===== src/rtl/drd_pkg.sv =====
// ----------------------------------------------------------------------------
// drd_pkg
// Shared types and constants for the detection row decoder.
// ----------------------------------------------------------------------------
package drd_pkg;

    localparam int VALUE_W  = 24;   // element value, signed fixed point
    localparam int SCALE_W  = 16;   // x/y scale, unsigned Q4.12
    localparam int THR_W    = 13;   // score threshold
    localparam int FRAME_W  = 13;   // frame size in pixels
    localparam int CFG_W    = 16;   // config write data
    localparam int CFG_IDX_W = 3;
    localparam int CLASS_W  = 8;
    localparam int SCORE_W  = 23;
    localparam int EDGE_W   = 12;   // box left / top
    localparam int EXT_W    = 13;   // box width / height

    // 2*center - extent needs two extra bits
    localparam int DX_W   = VALUE_W + 2;
    // signed DX_W times zero-extended scale
    localparam int PROD_W = DX_W + SCALE_W + 1;

    localparam logic [FRAME_W-1:0] FRAME_MAX = 13'd4096;

    // element positions inside a row
    localparam int POS_CX          = 0;
    localparam int POS_CY          = 1;
    localparam int POS_W           = 2;
    localparam int POS_H           = 3;
    localparam int POS_FIRST_SCORE = 4;

    typedef enum logic [CFG_IDX_W-1:0] {
        CFG_SCORE_THR = 3'd0,
        CFG_X_SCALE   = 3'd1,
        CFG_Y_SCALE   = 3'd2,
        CFG_FRAME_W   = 3'd3,
        CFG_FRAME_H   = 3'd4
    } t_cfg_index;

    // row summary handed from the accumulator to the scaler
    typedef struct packed {
        logic signed [DX_W-1:0]    dx;     // 2*cx - w
        logic signed [DX_W-1:0]    dy;     // 2*cy - h
        logic signed [VALUE_W-1:0] w;
        logic signed [VALUE_W-1:0] h;
        logic [CLASS_W-1:0]        class_idx;
        logic [SCORE_W-1:0]        score;
    } t_row_snap;

    // scaling / clamping settings
    typedef struct packed {
        logic [SCALE_W-1:0] x_scale;
        logic [SCALE_W-1:0] y_scale;
        logic [FRAME_W-1:0] frame_w;
        logic [FRAME_W-1:0] frame_h;
    } t_scale_cfg;

endpackage


===== src/rtl/drd_if.sv =====
// ----------------------------------------------------------------------------
// drd_if
// Stream interfaces: row elements in, decoded boxes out.
// ----------------------------------------------------------------------------
interface drd_in_if;
    logic                                valid;
    logic                                ready;
    logic signed [drd_pkg::VALUE_W-1:0]  element_value;
    logic                                row_last;

    modport source(output valid, output element_value, output row_last, input ready);
    modport sink(input valid, input element_value, input row_last, output ready);
endinterface



===== src/rtl/drd_row_acc.sv =====
// ----------------------------------------------------------------------------
// drd_row_acc
// Per-row box capture and running argmax; registers one row summary at row end.
// ----------------------------------------------------------------------------
module drd_row_acc #(
    parameter int MAX_ROW_LENGTH = 256
) (
    input  logic                         i_clk,
    input  logic                         i_rst_n,
    drd_in_if.sink                       i_elem,
    input  logic [drd_pkg::THR_W-1:0]    i_score_thr,
    output logic                         o_snap_valid,
    input  logic                         i_snap_ready,
    output drd_pkg::t_row_snap           o_snap
);

    localparam int IW  = $clog2(MAX_ROW_LENGTH + 1);
    localparam int CLW = (IW > drd_pkg::CLASS_W) ? IW : drd_pkg::CLASS_W;
    localparam int VW  = drd_pkg::VALUE_W;
    localparam int DW  = drd_pkg::DX_W;

    logic [IW-1:0]           r_idx, n_idx;
    logic signed [VW-1:0]    r_cx, r_cy, r_w, r_h, n_cx, n_cy, n_w, n_h;
    logic signed [VW-1:0]    r_best, n_best;
    logic [drd_pkg::CLASS_W-1:0] r_class, n_class;
    logic                    r_snap_v;
    drd_pkg::t_row_snap      r_snap;

    logic                    accept;
    logic                    in_range;
    logic                    take_score;
    logic [CLW-1:0]          class_full;
    logic                    emit;

    assign i_elem.ready = !r_snap_v || i_snap_ready;
    assign accept       = i_elem.valid && i_elem.ready;
    assign in_range     = r_idx < IW'(MAX_ROW_LENGTH);
    assign class_full   = CLW'(r_idx) - CLW'(drd_pkg::POS_FIRST_SCORE);

    // first score always wins, later ones only when strictly larger
    assign take_score = in_range && (r_idx >= IW'(drd_pkg::POS_FIRST_SCORE)) &&
                        ((r_idx == IW'(drd_pkg::POS_FIRST_SCORE)) ||
                         (i_elem.element_value > r_best));

    always_comb begin
        n_cx    = r_cx;
        n_cy    = r_cy;
        n_w     = r_w;
        n_h     = r_h;
        n_best  = r_best;
        n_class = r_class;
        n_idx   = in_range ? r_idx + IW'(1) : r_idx;
        if (in_range && r_idx == IW'(drd_pkg::POS_CX)) begin
            n_cx = i_elem.element_value;
        end
        if (in_range && r_idx == IW'(drd_pkg::POS_CY)) begin
            n_cy = i_elem.element_value;
        end
        if (in_range && r_idx == IW'(drd_pkg::POS_W)) begin
            n_w = i_elem.element_value;
        end
        if (in_range && r_idx == IW'(drd_pkg::POS_H)) begin
            n_h = i_elem.element_value;
        end
        if (take_score) begin
            n_best  = i_elem.element_value;
            n_class = class_full[drd_pkg::CLASS_W-1:0];
        end
    end

    // five or more elements seen <=> at least one score taken; threshold >= 0
    // so the compare also rejects negative scores
    assign emit = i_elem.row_last && (r_idx >= IW'(drd_pkg::POS_FIRST_SCORE)) &&
                  (n_best >= $signed({{(VW-drd_pkg::THR_W){1'b0}}, i_score_thr}));

    always_ff @(posedge i_clk) begin
        if (!i_rst_n) begin
            r_idx    <= '0;
            r_snap_v <= 1'b0;
        end else begin
            if (accept) begin
                r_idx <= i_elem.row_last ? '0 : n_idx;
            end
            if (accept && emit) begin
                r_snap_v <= 1'b1;
            end else if (i_snap_ready) begin
                r_snap_v <= 1'b0;
            end
        end
    end

    always_ff @(posedge i_clk) begin
        if (accept) begin
            r_cx    <= n_cx;
            r_cy    <= n_cy;
            r_w     <= n_w;
            r_h     <= n_h;
            r_best  <= n_best;
            r_class <= n_class;
        end
        if (accept && emit) begin
            r_snap.dx        <= (DW'(r_cx) <<< 1) - DW'(r_w);
            r_snap.dy        <= (DW'(r_cy) <<< 1) - DW'(r_h);
            r_snap.w         <= r_w;
            r_snap.h         <= r_h;
            r_snap.class_idx <= n_class;
            r_snap.score     <= n_best[drd_pkg::SCORE_W-1:0];
        end
    end

    assign o_snap_valid = r_snap_v;
    assign o_snap       = r_snap;

endmodule


===== src/flat_wrapper.sv =====
// flat-port wrapper written by rule: the top's interface ports become plain ports
module drd_row_acc_flat 
#(
    parameter int MAX_ROW_LENGTH = 256
)
  (i_clk, i_rst_n, i_score_thr, o_snap_valid, i_snap_ready, o_snap, i_elem_valid, i_elem_element_value, i_elem_row_last, i_elem_ready);
  drd_in_if i_elem_i ();
  input  logic i_clk;
  input  logic i_rst_n;
  input  logic [drd_pkg::THR_W-1:0] i_score_thr;
  output logic o_snap_valid;
  input  logic i_snap_ready;
  output drd_pkg::t_row_snap o_snap;
  input wire logic [$bits(i_elem_i.valid)-1:0] i_elem_valid;
  input wire logic [$bits(i_elem_i.element_value)-1:0] i_elem_element_value;
  input wire logic [$bits(i_elem_i.row_last)-1:0] i_elem_row_last;
  output wire logic [$bits(i_elem_i.ready)-1:0] i_elem_ready;
  assign i_elem_i.valid = i_elem_valid;
  assign i_elem_i.element_value = i_elem_element_value;
  assign i_elem_i.row_last = i_elem_row_last;
  assign i_elem_ready = i_elem_i.ready;
  drd_row_acc #(.MAX_ROW_LENGTH(MAX_ROW_LENGTH)) u_core (.i_clk(i_clk), .i_rst_n(i_rst_n), .i_elem(i_elem_i), .i_score_thr(i_score_thr), .o_snap_valid(o_snap_valid), .i_snap_ready(i_snap_ready), .o_snap(o_snap));
endmodule

===== config.mk =====
export PLATFORM = sky130hd
export DESIGN_NAME = drd_row_acc_flat
export DESIGN_NICKNAME = d
export VERILOG_FILES = /design/src/rtl/drd_pkg.sv /design/src/rtl/drd_if.sv /design/src/rtl/drd_row_acc.sv /design/src/flat_wrapper.sv
export SDC_FILE = /design/constraint.sdc
export NUM_CORES = 1
export LEC_CHECK = 0
export ABC_CLOCK_PERIOD_IN_PS = 11000
export BUFFER_PORTS_ARGS = -buffer_cell sky130_fd_sc_hd__buf_2
export CAP_MARGIN = 20
export CORE_MARGIN = 2
export CORE_UTILIZATION = 45
export CTS_CLUSTER_SIZE = 30
export DETAILED_ROUTE_END_ITERATION = 8
export GPL_TIMING_DRIVEN = 0
export PLACE_DENSITY_LB_ADDON = 0.15
export SYNTH_ARGS = -nofsm -noshare
export SYNTH_HDL_FRONTEND = slang
export SYNTH_SLANG_ARGS = --single-unit

===== constraint.sdc =====
create_clock -name i_clk -period 11 [get_ports i_clk]
set_input_delay 0.55 -clock i_clk [delete_from_list [all_inputs] [get_ports i_clk]]
set_output_delay 0.55 -clock i_clk [all_outputs]
set_load 0.01 [all_outputs]

==> results.cfg <==
[power]
cell_internal_pwr_mw = 1.873
power.combinational.fraction_pct = 7.0
clock_power_share_pct = 44.3
power_frac_seq_pct = 48.6
powerDensity_nw_per_um2 = 155.6
switching_share_pct = 20.57
vdd_drop_max_mv = 0.1037
netSwitchingPower_mw = 0.4850
power.leakage_nw = 6.247

[synthesis]
netlist_instances = 938
postSynth.asyncResetShare_pct = 0
mappedNetlistArea_um2 = 12600
synth_sequential_area_ratio_pct = 62.85
synth_cell_type_count = 66
yosys.area.top_type_share_pct = 61.26
synth_area_leader_cell = sky130_fd_sc_hd__edfxtp_1
synth_enable_flop_cells = 257
avgSynthCellArea_um2 = 13.43
yosys-top-cells-count = sky130_fd_sc_hd__edfxtp_1, sky130_fd_sc_hd__inv_1, sky130_fd_sc_hd__ha_1
yosys_warnings = 0
synth_top_cells_by_area = sky130_fd_sc_hd__edfxtp_1, sky130_fd_sc_hd__ha_1, sky130_fd_sc_hd__inv_1, sky130_fd_sc_hd__mux2_4, sky130_fd_sc_hd__xnor2_1
synthesis.nets = 1075
synth_most_common_cell = sky130_fd_sc_hd__edfxtp_1
ys.flop_type = sky130_fd_sc_hd__edfxtp_1
yosys_register_bits = 267

[cts]
clock_latency_ns = 0.54
sinks_on_clock_net = 267
holdBufCountCts = 0
total_cts_buffers = 30
cts_repair_resize_count = 0
cts_tree = built
cts.htree.levels = 1
worst_setup_hold_path_clk_slew_ns = 0.06
cts.repair_timing.setup_buffer_count = 0
maximum_clock_insertion_buffer_count = 3
clock-root-buffer = sky130_fd_sc_hd__clkbuf_16

[floorplan]
dieHeight_um = 171.3
fp.dieW_um = 171.3
io_pins = 175
core_area_um2 = 27710
starting_utilization_of_the_core_area_pct = 45.47
std_cell_rows = 61
fp.dieArea_um2 = 29350

[timing]
max_slew_margin_pct = 45.29
fin_tns_setup_ns = 0
final_min_period_over_clock_period_pct = 58.32
final-hold-violation-count = 0
worst_slew_pin_slew_ns = 0.8197
timing.final.setup_violations = 0
drv_slew = 0
achievable-frequency_mhz = 155.9
layout_min_cycle_time_ns = 6.415
rsz0062_at_grt = no
worst_clock_skew_ns = 0.01289

[critical_path]
crit_path_end = u_core.o_snap[83]
reg2regPathDepth = 20
reg2reg_setup_slack_ns = 4.59
r2r-end = u_core.o_snap[83]
critical_path.cell_chain = inv_1, ha_1, nand4_1, nor3_1, o311ai_1, nand3_1, xnor2_1, a21oi_4, buf_6, mux2_4, ha_1, nand3_1, o31ai_1, a31oi_1, o311ai_0, o21ai_0, a211oi_1, or2_4, buf_12, buf_16
crit_path_end_kind = flip-flop
timing.critical_path.arrival_ns = 6.61
crit_path_max_fanout = 68
crit_path_top_delay_cell = sky130_fd_sc_hd__o311ai_0
setup.worst_path.start = u_core.r_best[23]
worst-endpoint-required_ns = 11.19
setup.worst_path.start_class = flip-flop
r2r-start = u_core.r_best[23]
timing.critical_path.slowest_cell_delay_ns = 0.69
criticalPathCategory = flip-flop to flip-flop

[grt]
grt_antenna_before_repair = 1
overflow = 0
number_of_global_route_vias_before_repair = 7372
grt_usage_pct = 17.28
largest_net_degree_at_the_start_of_global_routing = 69
global_route_wire_length_before_repair_mm = 39.16

[drt]
route.final.wire_length_mm = 25.49
first_pass_iters = 7
drcViolationCount = 0
vias_per_cell = 4.984
antenna_left = 0
vias = 7730
initialDrtViolationCount = 486
routedWlPerCell_um = 16.43

[flow_run]
maxCapViolCount = 0

[cells_and_area]
post-route-util_pct = 54.69
syn2layout_area_growth_pct = 20.27
multi_input_area_um2 = 4165
fillCellCount = 2372
layout.area.seq_um2 = 7918
net_total_in_the_final_layout = 1288
drive_gt1_share_pct = 23.89

[hold_path]
min-delay-path-class = input pin to flip-flop
holdPathStages = 2

[outcome]
run_status = completed

[placed_design]
io_buffer_count = 174
gp_congestion = 0.8194
detailed_place_hpwl_mm = 18.79
placed cells by master (no fill, tap or decap), types with 10 or more instances in the layout:
cell	Yosys	final
sky130_fd_sc_hd__nor3_1	11	11
sky130_fd_sc_hd__a21o_1	17	17
sky130_fd_sc_hd__nor2_1	69	69
sky130_fd_sc_hd__a21oi_1	54	54
sky130_fd_sc_hd__clkbuf_16	0	31
sky130_fd_sc_hd__dfxtp_1	10	10
sky130_fd_sc_hd__o21ai_0	23	23
sky130_fd_sc_hd__ha_1	93	93
sky130_fd_sc_hd__nand3_1	23	23
sky130_fd_sc_hd__buf_2	0	174
sky130_fd_sc_hd__xnor2_1	35	35
sky130_fd_sc_hd__edfxtp_1	257	257
sky130_fd_sc_hd__inv_1	119	119
sky130_fd_sc_hd__xor2_1	10	10
sky130_fd_sc_hd__nand2_1	47	47
sky130_fd_sc_hd__mux2_4	27	27
stage by stage:
stage	instances	hold slack (ns)	area, µm²	total power, mW	worst slack (ns)
6_report	1551	0.2582	15150	2.358	4.585
5_1_grt	1551	0.2449	15150	2.446	3.995
4_1_cts	1550	0.2306	15150	2.385	4.377
3_5_place_dp	1497	0.4340	14100	1.334	4.046
3_3_place_gp	1490	0.4334	13940	1.327	0.8078
2_1_floorplan	938	0.4264	12600	1.280	3.725
how the worst min path moves through the flow:
stage	slack [ns]	start	end
5_1_grt	0.24	i_rst_n	u_core.r_idx[1]
6_report	0.26	i_rst_n	u_core.r_idx[1]
2_1_floorplan	0.43	u_core.r_h[2]	u_core.o_snap[33]
4_1_cts	0.23	i_rst_n	u_core.r_idx[1]
3_3_place_gp	0.43	u_core.r_w[17]	u_core.o_snap[72]
3_5_place_dp	0.43	u_core.r_h[22]	u_core.o_snap[53]
sequential cells by signal (all words and copies together), names as in the netlist:
name,count
u_core.o_snap,129
u_core.o_snap_valid,1
u_core.r_best,24
u_core.r_class,8
u_core.r_cx,24
u_core.r_cy,24
u_core.r_h,24
u_core.r_idx,9
u_core.r_w,24
routing by layer:
metal	routed length [µm]	track usage, %
met1	11920	24.50
met2	11840	27.84
met3	1349	2.784
met4	372	4.495
met5	0	0
area by class of cell:
class                           instances  share of cell area [%]
Multi-Input combinational cell        544                   27.49
Clock inverter                         13                   1.420
Buffer                                  8                  0.4707
Tap cell                              378                   3.121
Timing Repair Buffer                  181                   6.804
Clock buffer                           40                   5.475
Antenna cell                            1                 0.01652
Inverter                              119                   2.948
Sequential cell                       267                   52.25
logic make-up after synthesis:
kind of cell	count (synthesis)	share of synthesized area, %
AOI/OAI and AO/OA	168	8.978
xor gates and xnor gates	45	3.128
adders and majority gates	95	9.554
buffers and inverters	127	4.112
DFF	267	62.85
muxes	30	3.486
and+or+nand+nor	206	7.896
critical path: cells and delay by family, from the launching register on:
| kind | cells | cell delay, ns |
|---|---|---|
| AOI/OAI and AO/OA | 7 | 2.27 |
| and+or+nand+nor | 5 | 1.33 |
| buffers and inverters | 4 | 0.87 |
| adders and majority gates | 2 | 0.68 |
| DFF | 1 | 0.38 |
| muxes | 1 | 0.34 |
| xor gates and xnor gates | 1 | 0.12 |
power by group through the flow:
stage | logic (mW) | clock network (mW) | registers (mW)
global placement | 0.159 | 0 | 1.17
detailed placement | 0.166 | 0 | 1.17
finish | 0.166 | 1.05 | 1.15
global route | 0.189 | 1.11 | 1.15
CTS | 0.167 | 1.07 | 1.15
floorplan | 0.114 | 0 | 1.17
Note: power is estimated with default switching activity, not from simulation.
