===== src/rtl/drd_pkg.sv =====
// ----------------------------------------------------------------------------
// drd_pkg
// Shared types and constants for the detection row decoder.
// ----------------------------------------------------------------------------
package drd_pkg;

    localparam int VALUE_W  = 24;   // element value, signed fixed point
    localparam int SCALE_W  = 16;   // x/y scale, unsigned Q4.12
    localparam int THR_W    = 13;   // score threshold
    localparam int FRAME_W  = 13;   // frame size in pixels
    localparam int CFG_W    = 16;   // config write data
    localparam int CFG_IDX_W = 3;
    localparam int CLASS_W  = 8;
    localparam int SCORE_W  = 23;
    localparam int EDGE_W   = 12;   // box left / top
    localparam int EXT_W    = 13;   // box width / height

    // 2*center - extent needs two extra bits
    localparam int DX_W   = VALUE_W + 2;
    // signed DX_W times zero-extended scale
    localparam int PROD_W = DX_W + SCALE_W + 1;

    localparam logic [FRAME_W-1:0] FRAME_MAX = 13'd4096;

    // element positions inside a row
    localparam int POS_CX          = 0;
    localparam int POS_CY          = 1;
    localparam int POS_W           = 2;
    localparam int POS_H           = 3;
    localparam int POS_FIRST_SCORE = 4;

    typedef enum logic [CFG_IDX_W-1:0] {
        CFG_SCORE_THR = 3'd0,
        CFG_X_SCALE   = 3'd1,
        CFG_Y_SCALE   = 3'd2,
        CFG_FRAME_W   = 3'd3,
        CFG_FRAME_H   = 3'd4
    } t_cfg_index;

    // row summary handed from the accumulator to the scaler
    typedef struct packed {
        logic signed [DX_W-1:0]    dx;     // 2*cx - w
        logic signed [DX_W-1:0]    dy;     // 2*cy - h
        logic signed [VALUE_W-1:0] w;
        logic signed [VALUE_W-1:0] h;
        logic [CLASS_W-1:0]        class_idx;
        logic [SCORE_W-1:0]        score;
    } t_row_snap;

    // scaling / clamping settings
    typedef struct packed {
        logic [SCALE_W-1:0] x_scale;
        logic [SCALE_W-1:0] y_scale;
        logic [FRAME_W-1:0] frame_w;
        logic [FRAME_W-1:0] frame_h;
    } t_scale_cfg;

endpackage


===== src/rtl/drd_if.sv =====


interface drd_out_if;
    logic                           valid;
    logic                           ready;
    logic [drd_pkg::EDGE_W-1:0]     box_left;
    logic [drd_pkg::EDGE_W-1:0]     box_top;
    logic [drd_pkg::EXT_W-1:0]      box_width;
    logic [drd_pkg::EXT_W-1:0]      box_height;
    logic [drd_pkg::CLASS_W-1:0]    class_index;
    logic [drd_pkg::SCORE_W-1:0]    best_score;

    modport source(output valid, output box_left, output box_top, output box_width,
                   output box_height, output class_index, output best_score,
                   input ready);
    modport sink(input valid, input box_left, input box_top, input box_width,
                 input box_height, input class_index, input best_score,
                 output ready);
endinterface


===== src/rtl/drd_box_scale.sv =====
// ----------------------------------------------------------------------------
// drd_box_scale
// Three-stage box scaler: multiply, truncating shift, clamp to frame.
// ----------------------------------------------------------------------------
module drd_box_scale #(
    parameter int VALUE_FRAC_BITS = 12
) (
    input  logic                   i_clk,
    input  logic                   i_rst_n,
    input  logic                   i_snap_valid,
    output logic                   o_snap_ready,
    input  drd_pkg::t_row_snap     i_snap,
    input  drd_pkg::t_scale_cfg    i_cfg,
    drd_out_if.source              o_box
);

    localparam int PW   = drd_pkg::PROD_W;
    localparam int SH_H = VALUE_FRAC_BITS + 13;  // edge: also halves 2*center
    localparam int SH_F = VALUE_FRAC_BITS + 12;
    localparam int QW   = PW - SH_F;
    localparam int CW   = ((QW > drd_pkg::FRAME_W + 1) ? QW : drd_pkg::FRAME_W + 1) + 1;

    // arithmetic shift right, truncating toward zero
    function automatic logic signed [CW-1:0] trunc_shift(
        input logic signed [PW-1:0] p,
        input int                   sh
    );
        logic signed [PW-1:0] bias;
        logic signed [PW-1:0] q;
        bias = p[PW-1] ? ((PW'(1) <<< sh) - PW'(1)) : '0;
        q    = (p + bias) >>> sh;
        return q[CW-1:0];
    endfunction

    function automatic logic signed [CW-1:0] clamp_pos(
        input logic signed [CW-1:0] pos,
        input logic signed [CW-1:0] lim
    );
        logic signed [CW-1:0] p;
        p = (pos > lim - CW'(1)) ? lim - CW'(1) : pos;
        return (p < 0) ? '0 : p;
    endfunction

    function automatic logic signed [CW-1:0] clamp_ext(
        input logic signed [CW-1:0] ext,
        input logic signed [CW-1:0] pos,
        input logic signed [CW-1:0] lim
    );
        logic signed [CW-1:0] e;
        e = (ext > lim - pos) ? lim - pos : ext;
        return (e < 0) ? '0 : e;
    endfunction

    logic                          en2, en3, en4;
    logic                          r_v2, r_v3, r_v4;
    logic signed [PW-1:0]          r_px, r_py, r_pw, r_ph;
    logic signed [CW-1:0]          r_qx, r_qy, r_qw, r_qh;
    logic [drd_pkg::CLASS_W-1:0]   r_cls2, r_cls3, r_cls4;
    logic [drd_pkg::SCORE_W-1:0]   r_scr2, r_scr3, r_scr4;
    logic [drd_pkg::EDGE_W-1:0]    r_left, r_top;
    logic [drd_pkg::EXT_W-1:0]     r_wid, r_hei;

    logic signed [drd_pkg::SCALE_W:0] xs, ys;
    logic [drd_pkg::FRAME_W-1:0]   fw, fh;
    logic signed [CW-1:0]          lim_x, lim_y, cx_pos, cy_pos, cx_ext, cy_ext;

    assign en4          = !r_v4 || o_box.ready;
    assign en3          = !r_v3 || en4;
    assign en2          = !r_v2 || en3;
    assign o_snap_ready = en2;

    assign xs = $signed({1'b0, i_cfg.x_scale});
    assign ys = $signed({1'b0, i_cfg.y_scale});

    assign fw = (i_cfg.frame_w > drd_pkg::FRAME_MAX) ? drd_pkg::FRAME_MAX : i_cfg.frame_w;
    assign fh = (i_cfg.frame_h > drd_pkg::FRAME_MAX) ? drd_pkg::FRAME_MAX : i_cfg.frame_h;
    assign lim_x = CW'($signed({1'b0, fw}));
    assign lim_y = CW'($signed({1'b0, fh}));

    assign cx_pos = clamp_pos(r_qx, lim_x);
    assign cy_pos = clamp_pos(r_qy, lim_y);
    assign cx_ext = clamp_ext(r_qw, cx_pos, lim_x);
    assign cy_ext = clamp_ext(r_qh, cy_pos, lim_y);

    always_ff @(posedge i_clk) begin
        if (!i_rst_n) begin
            r_v2 <= 1'b0;
            r_v3 <= 1'b0;
            r_v4 <= 1'b0;
        end else begin
            if (en2) begin
                r_v2 <= i_snap_valid;
            end
            if (en3) begin
                r_v3 <= r_v2;
            end
            if (en4) begin
                r_v4 <= r_v3;
            end
        end
    end

    always_ff @(posedge i_clk) begin
        if (en2 && i_snap_valid) begin
            r_px   <= PW'(i_snap.dx) * PW'(xs);
            r_py   <= PW'(i_snap.dy) * PW'(ys);
            r_pw   <= PW'(i_snap.w) * PW'(xs);
            r_ph   <= PW'(i_snap.h) * PW'(ys);
            r_cls2 <= i_snap.class_idx;
            r_scr2 <= i_snap.score;
        end
        if (en3 && r_v2) begin
            r_qx   <= trunc_shift(r_px, SH_H);
            r_qy   <= trunc_shift(r_py, SH_H);
            r_qw   <= trunc_shift(r_pw, SH_F);
            r_qh   <= trunc_shift(r_ph, SH_F);
            r_cls3 <= r_cls2;
            r_scr3 <= r_scr2;
        end
        if (en4 && r_v3) begin
            r_left <= cx_pos[drd_pkg::EDGE_W-1:0];
            r_top  <= cy_pos[drd_pkg::EDGE_W-1:0];
            r_wid  <= cx_ext[drd_pkg::EXT_W-1:0];
            r_hei  <= cy_ext[drd_pkg::EXT_W-1:0];
            r_cls4 <= r_cls3;
            r_scr4 <= r_scr3;
        end
    end

    assign o_box.valid       = r_v4;
    assign o_box.box_left    = r_left;
    assign o_box.box_top     = r_top;
    assign o_box.box_width   = r_wid;
    assign o_box.box_height  = r_hei;
    assign o_box.class_index = r_cls4;
    assign o_box.best_score  = r_scr4;

endmodule


===== src/flat_wrapper.sv =====
// flat-port wrapper written by rule: the top's interface ports become plain ports
module drd_box_scale_flat 
#(
    parameter int VALUE_FRAC_BITS = 12
)
  (i_clk, i_rst_n, i_snap_valid, o_snap_ready, i_snap, i_cfg, o_box_valid, o_box_box_left, o_box_box_top, o_box_box_width, o_box_box_height, o_box_class_index, o_box_best_score, o_box_ready);
  drd_out_if o_box_i ();
  input  logic i_clk;
  input  logic i_rst_n;
  input  logic i_snap_valid;
  output logic o_snap_ready;
  input  drd_pkg::t_row_snap i_snap;
  input  drd_pkg::t_scale_cfg i_cfg;
  output wire logic [$bits(o_box_i.valid)-1:0] o_box_valid;
  output wire logic [$bits(o_box_i.box_left)-1:0] o_box_box_left;
  output wire logic [$bits(o_box_i.box_top)-1:0] o_box_box_top;
  output wire logic [$bits(o_box_i.box_width)-1:0] o_box_box_width;
  output wire logic [$bits(o_box_i.box_height)-1:0] o_box_box_height;
  output wire logic [$bits(o_box_i.class_index)-1:0] o_box_class_index;
  output wire logic [$bits(o_box_i.best_score)-1:0] o_box_best_score;
  input wire logic [$bits(o_box_i.ready)-1:0] o_box_ready;
  assign o_box_valid = o_box_i.valid;
  assign o_box_box_left = o_box_i.box_left;
  assign o_box_box_top = o_box_i.box_top;
  assign o_box_box_width = o_box_i.box_width;
  assign o_box_box_height = o_box_i.box_height;
  assign o_box_class_index = o_box_i.class_index;
  assign o_box_best_score = o_box_i.best_score;
  assign o_box_i.ready = o_box_ready;
  drd_box_scale #(.VALUE_FRAC_BITS(VALUE_FRAC_BITS)) u_core (.i_clk(i_clk), .i_rst_n(i_rst_n), .i_snap_valid(i_snap_valid), .o_snap_ready(o_snap_ready), .i_snap(i_snap), .i_cfg(i_cfg), .o_box(o_box_i));
endmodule

===== config.mk =====
export PLATFORM = sky130hd
export DESIGN_NAME = drd_box_scale_flat
export DESIGN_NICKNAME = d
export VERILOG_FILES = /design/src/rtl/drd_pkg.sv /design/src/rtl/drd_if.sv /design/src/rtl/drd_box_scale.sv /design/src/flat_wrapper.sv
export SDC_FILE = /design/constraint.sdc
export NUM_CORES = 2
export LEC_CHECK = 0
export ABC_AREA = 1
export BUFFER_PORTS_ARGS = -buffer_cell sky130_fd_sc_hd__buf_4
export CAP_MARGIN = 20
export CORE_UTILIZATION = 50
export CTS_BUF_LIST = sky130_fd_sc_hd__clkbuf_8 sky130_fd_sc_hd__clkbuf_16
export CTS_CLUSTER_SIZE = 8
export DETAILED_ROUTE_END_ITERATION = 7
export PLACE_DENSITY = 0.64
export SETUP_SLACK_MARGIN = 0.05
export SLEW_MARGIN = 15
export SYNTH_ARGS = -nofsm -noshare
export SYNTH_HDL_FRONTEND = slang
export SYNTH_SLANG_ARGS = --single-unit
export TNS_END_PERCENT = 10

===== constraint.sdc =====
create_clock -name i_clk -period 10.64 [get_ports i_clk]
set_input_delay 2.66 -clock i_clk [delete_from_list [all_inputs] [get_ports i_clk]]
set_output_delay 2.66 -clock i_clk [all_outputs]
set_load 0.02 [all_outputs]

==> flow_metrics.tcl <==
set metrics [dict create \
    status "finished, final reports clean" \
    cpPeakStageDelay_ns 0.46 \
    r2r_cells 37 \
    timing.rr.end "u_core.o_box.box_height[0]$_SDFFCE_PP0P_" \
    port_buffers 275 \
    ys_async_sr_fraction 0 \
    nets 12100 \
    layout_commonest_cell "inv_1" \
    drt_iter0_drc 4308 \
    end_kind "flip-flop" \
    worst_pin_slew_ns 1.08 \
    clk_pin_slew_ns 0.05 \
    maxCapViolations 0 \
    drc 0 \
    fin_area_um2 86000 \
    yosysSeqAreaShare 0.143 \
    final.setup.tns_ns 0 \
    ys.flop_type "edfxtp_1" \
    syn_avg_cell_area_um2 8.29 \
    ys_types 61 \
    antenna_found_initial 15 \
    die_w_um 405 \
    die_area_um2 164000 \
    postCtsSetupRepairBufs 0 \
    worstHoldPathType "flip-flop to flip-flop" \
    clockBufferDepth 3 \
    final_cell_mix "inv_1 (2,822), nand2_1 (2,321), fa_1 (1,566)" \
    critical_path.most_common_cell "nand2_1" \
    areaGrowthSynthToFinish_pct 6.06 \
    whs_path_depth 0 \
    clk_latency_ns 0.63 \
    min_to "u_core.o_box.class_index[1]$_DFFE_PP_" \
    routedWlPerCell_um 17.4 \
    vias 61000 \
    vias_per_cell 5.12 \
    cts_tree "done" \
    hold_viol 0 \
    rsz0062_at_grt "false" \
    maxSlewHeadroom 0.279 \
    hpwl_mm 170 \
    h-tree-depth 2 \
    critPathLaunchType "primary input" \
    cp_slowest_cell "or2_1" \
    row_count 147 \
    crit_family "simple AND/OR/NAND/NOR gates" \
    overflow 0 \
    ctsHoldBuffers 0 \
    min_from "u_core.r_cls3[1]$_DFFE_PP_" \
    synthCells 9788 \
    synth_edf_count 385 \
    drive_gt1_frac 0.0424 \
    critPathMaxFanout 13 \
    drt_wl_total_mm 208 \
    post_cts_resize_count 0 \
    core_area_um2 161000 \
    fin_crit_ns 9.85 \
    fp.dieH_um 405 \
    netlist_area_um2 81100 \
    rrSetupSlack_ns 4.46 \
    start_util 0.505 \
    routabilityCongestion 0.928 \
    syn-num-nets 12200 \
    drv_slew 0 \
    grt_first_pass_wirelength_mm 342 \
    path_buf_inv 5 \
    grt_pass1_vias 64900 \
    ioPinCount 276 \
    skew_ns 0.0743 \
    required_ns 10.98 \
    first_pass_iters 7 \
    grt_usage 0.262 \
    root_buffer "clkbuf_16" \
    yosysWarnings 0 \
    final-setup-viol-count 0 \
    grt_max_degree 136 \
    worst-setup-path-type "primary input to flip-flop" \
    clock_sinks 388 \
    postPlaceCellArea_um2 84400 \
    post-route-period-util 0.925 \
    max_freq_ghz 0.102 \
    postRouteAntennaNets 0 \
    r2r-start "u_core.r_qy[13]$_DFFE_PP_" \
    holdWs_ns 0.403 \
    arrival_ns 10.18 \
    synth_seq_cells 388 \
    cts_inserted_buffers 57 \
]
==> synth_stat cells (7+ instances only) <==
cell,instances,area (µm²)
inv_1,2804,10500
nand2_1,2321,8710
fa_1,1566,31400
ha_1,610,7630
clkbuf_1,398,1490
edfxtp_1,385,11600
nor2_1,358,1340
a21oi_1,341,1710
o21ai_0,190,951
xor2_1,161,1410
nand3_1,145,726
xnor2_1,89,780
nand4_1,63,394
nor3_1,47,235
a31oi_1,43,269
a21o_1,42,315
o21bai_1,26,195
nor4_1,19,119
o21a_1,18,135
o211ai_1,17,128
o21ai_1,12,60.1
a21boi_0,9,67.6
nor2_2,9,56.3
or2_2,8,50.1
and2_1,7,43.8
buf_2,7,35.0
inv_2,7,26.3
nand2_2,7,43.8
==> routing by layer <==
layer,GRT usage,vias to the layer above,share of wire
li1,-,28400,-
met1,0.386,30500,0.47
met2,0.417,1858,0.45
met3,0.0334,219,0.066
met4,0.0492,0,0.016
met5,0,-,0
==> area by class of cell <==
cell class	instances	area (µm²)
Clock buffer	57	1430
Timing Repair Buffer	284	2130
Fill cell	15200	74700
Inverter	2811	10600
Tap cell	2160	2700
Clock inverter	29	200
Multi-Input combinational cell	6178	57400
Sequential cell	388	11600
Antenna cell	9	22.5
==> how the worst max path moves through the flow <==
stage                  start                                   endpoint  slack (ns)  cells after the start
detailed placement  i_cfg[6]   u_core.o_box.box_height[6]$_SDFFCE_PP0P_        0.28                     47
global placement    i_cfg[6]   u_core.o_box.box_height[2]$_SDFFCE_PP0P_        0.40                     47
finish              i_cfg[6]   u_core.o_box.box_height[0]$_SDFFCE_PP0P_        0.79                     48
global route        i_cfg[6]   u_core.o_box.box_height[0]$_SDFFCE_PP0P_        0.13                     48
CTS                 i_cfg[6]   u_core.o_box.box_height[0]$_SDFFCE_PP0P_        0.92                     47
floorplan           i_cfg[6]  u_core.o_box.box_height[11]$_SDFFCE_PP0P_        1.67                     50
==> sequential cells by signal (all words and copies together), names as in the netlist, 8 cells and up <==
name	count
u_core.r_px	43
u_core.r_py	43
u_core.r_ph	41
u_core.r_pw	41
u_core.o_box.best_score	23
u_core.r_scr2	23
u_core.r_scr3	23
u_core.r_qh	19
u_core.r_qw	19
u_core.r_qx	18
u_core.r_qy	18
u_core.o_box.box_height	13
u_core.o_box.box_width	13
u_core.o_box.box_left	12
u_core.o_box.box_top	12
u_core.o_box.class_index	8
u_core.r_cls2	8
u_core.r_cls3	8
==> stage by stage <==
step                       util  setup slack, ns  instances
after floorplan               -             1.67       9788
after global placement    0.525            0.404      11800
after detailed placement  0.525            0.278      11800
after CTS                 0.535            0.917      11900
after global routing      0.535            0.131      11900
final                     0.535            0.795      11900
==> cells by family after synthesis <==
logic type,count (synthesis),share of synthesized area
AO/OA/AOI/OAI,733,0.0510
XOR/XNOR,250,0.0270
adder cells (fa/ha/maj),2176,0.481
buffers and inverters,3222,0.150
flip-flops,388,0.143
AND/OR/NAND/NOR,3019,0.149
==> worst register-to-register path: cells and delay by family, from the launching register on <==
family                     cells  cell delay [ns]
and+or+nand+nor               24             2.81
adders and majority gates      4             1.31
AOI/OAI and AO/OA              5             0.94
DFF                            1             0.48
buffers and inverters          3             0.22
xor gates and xnor gates       1             0.13
Power is left out: the tool's default activity adds up to more than one toggle a clock period on the data nets, which glitch-free logic cannot reach.
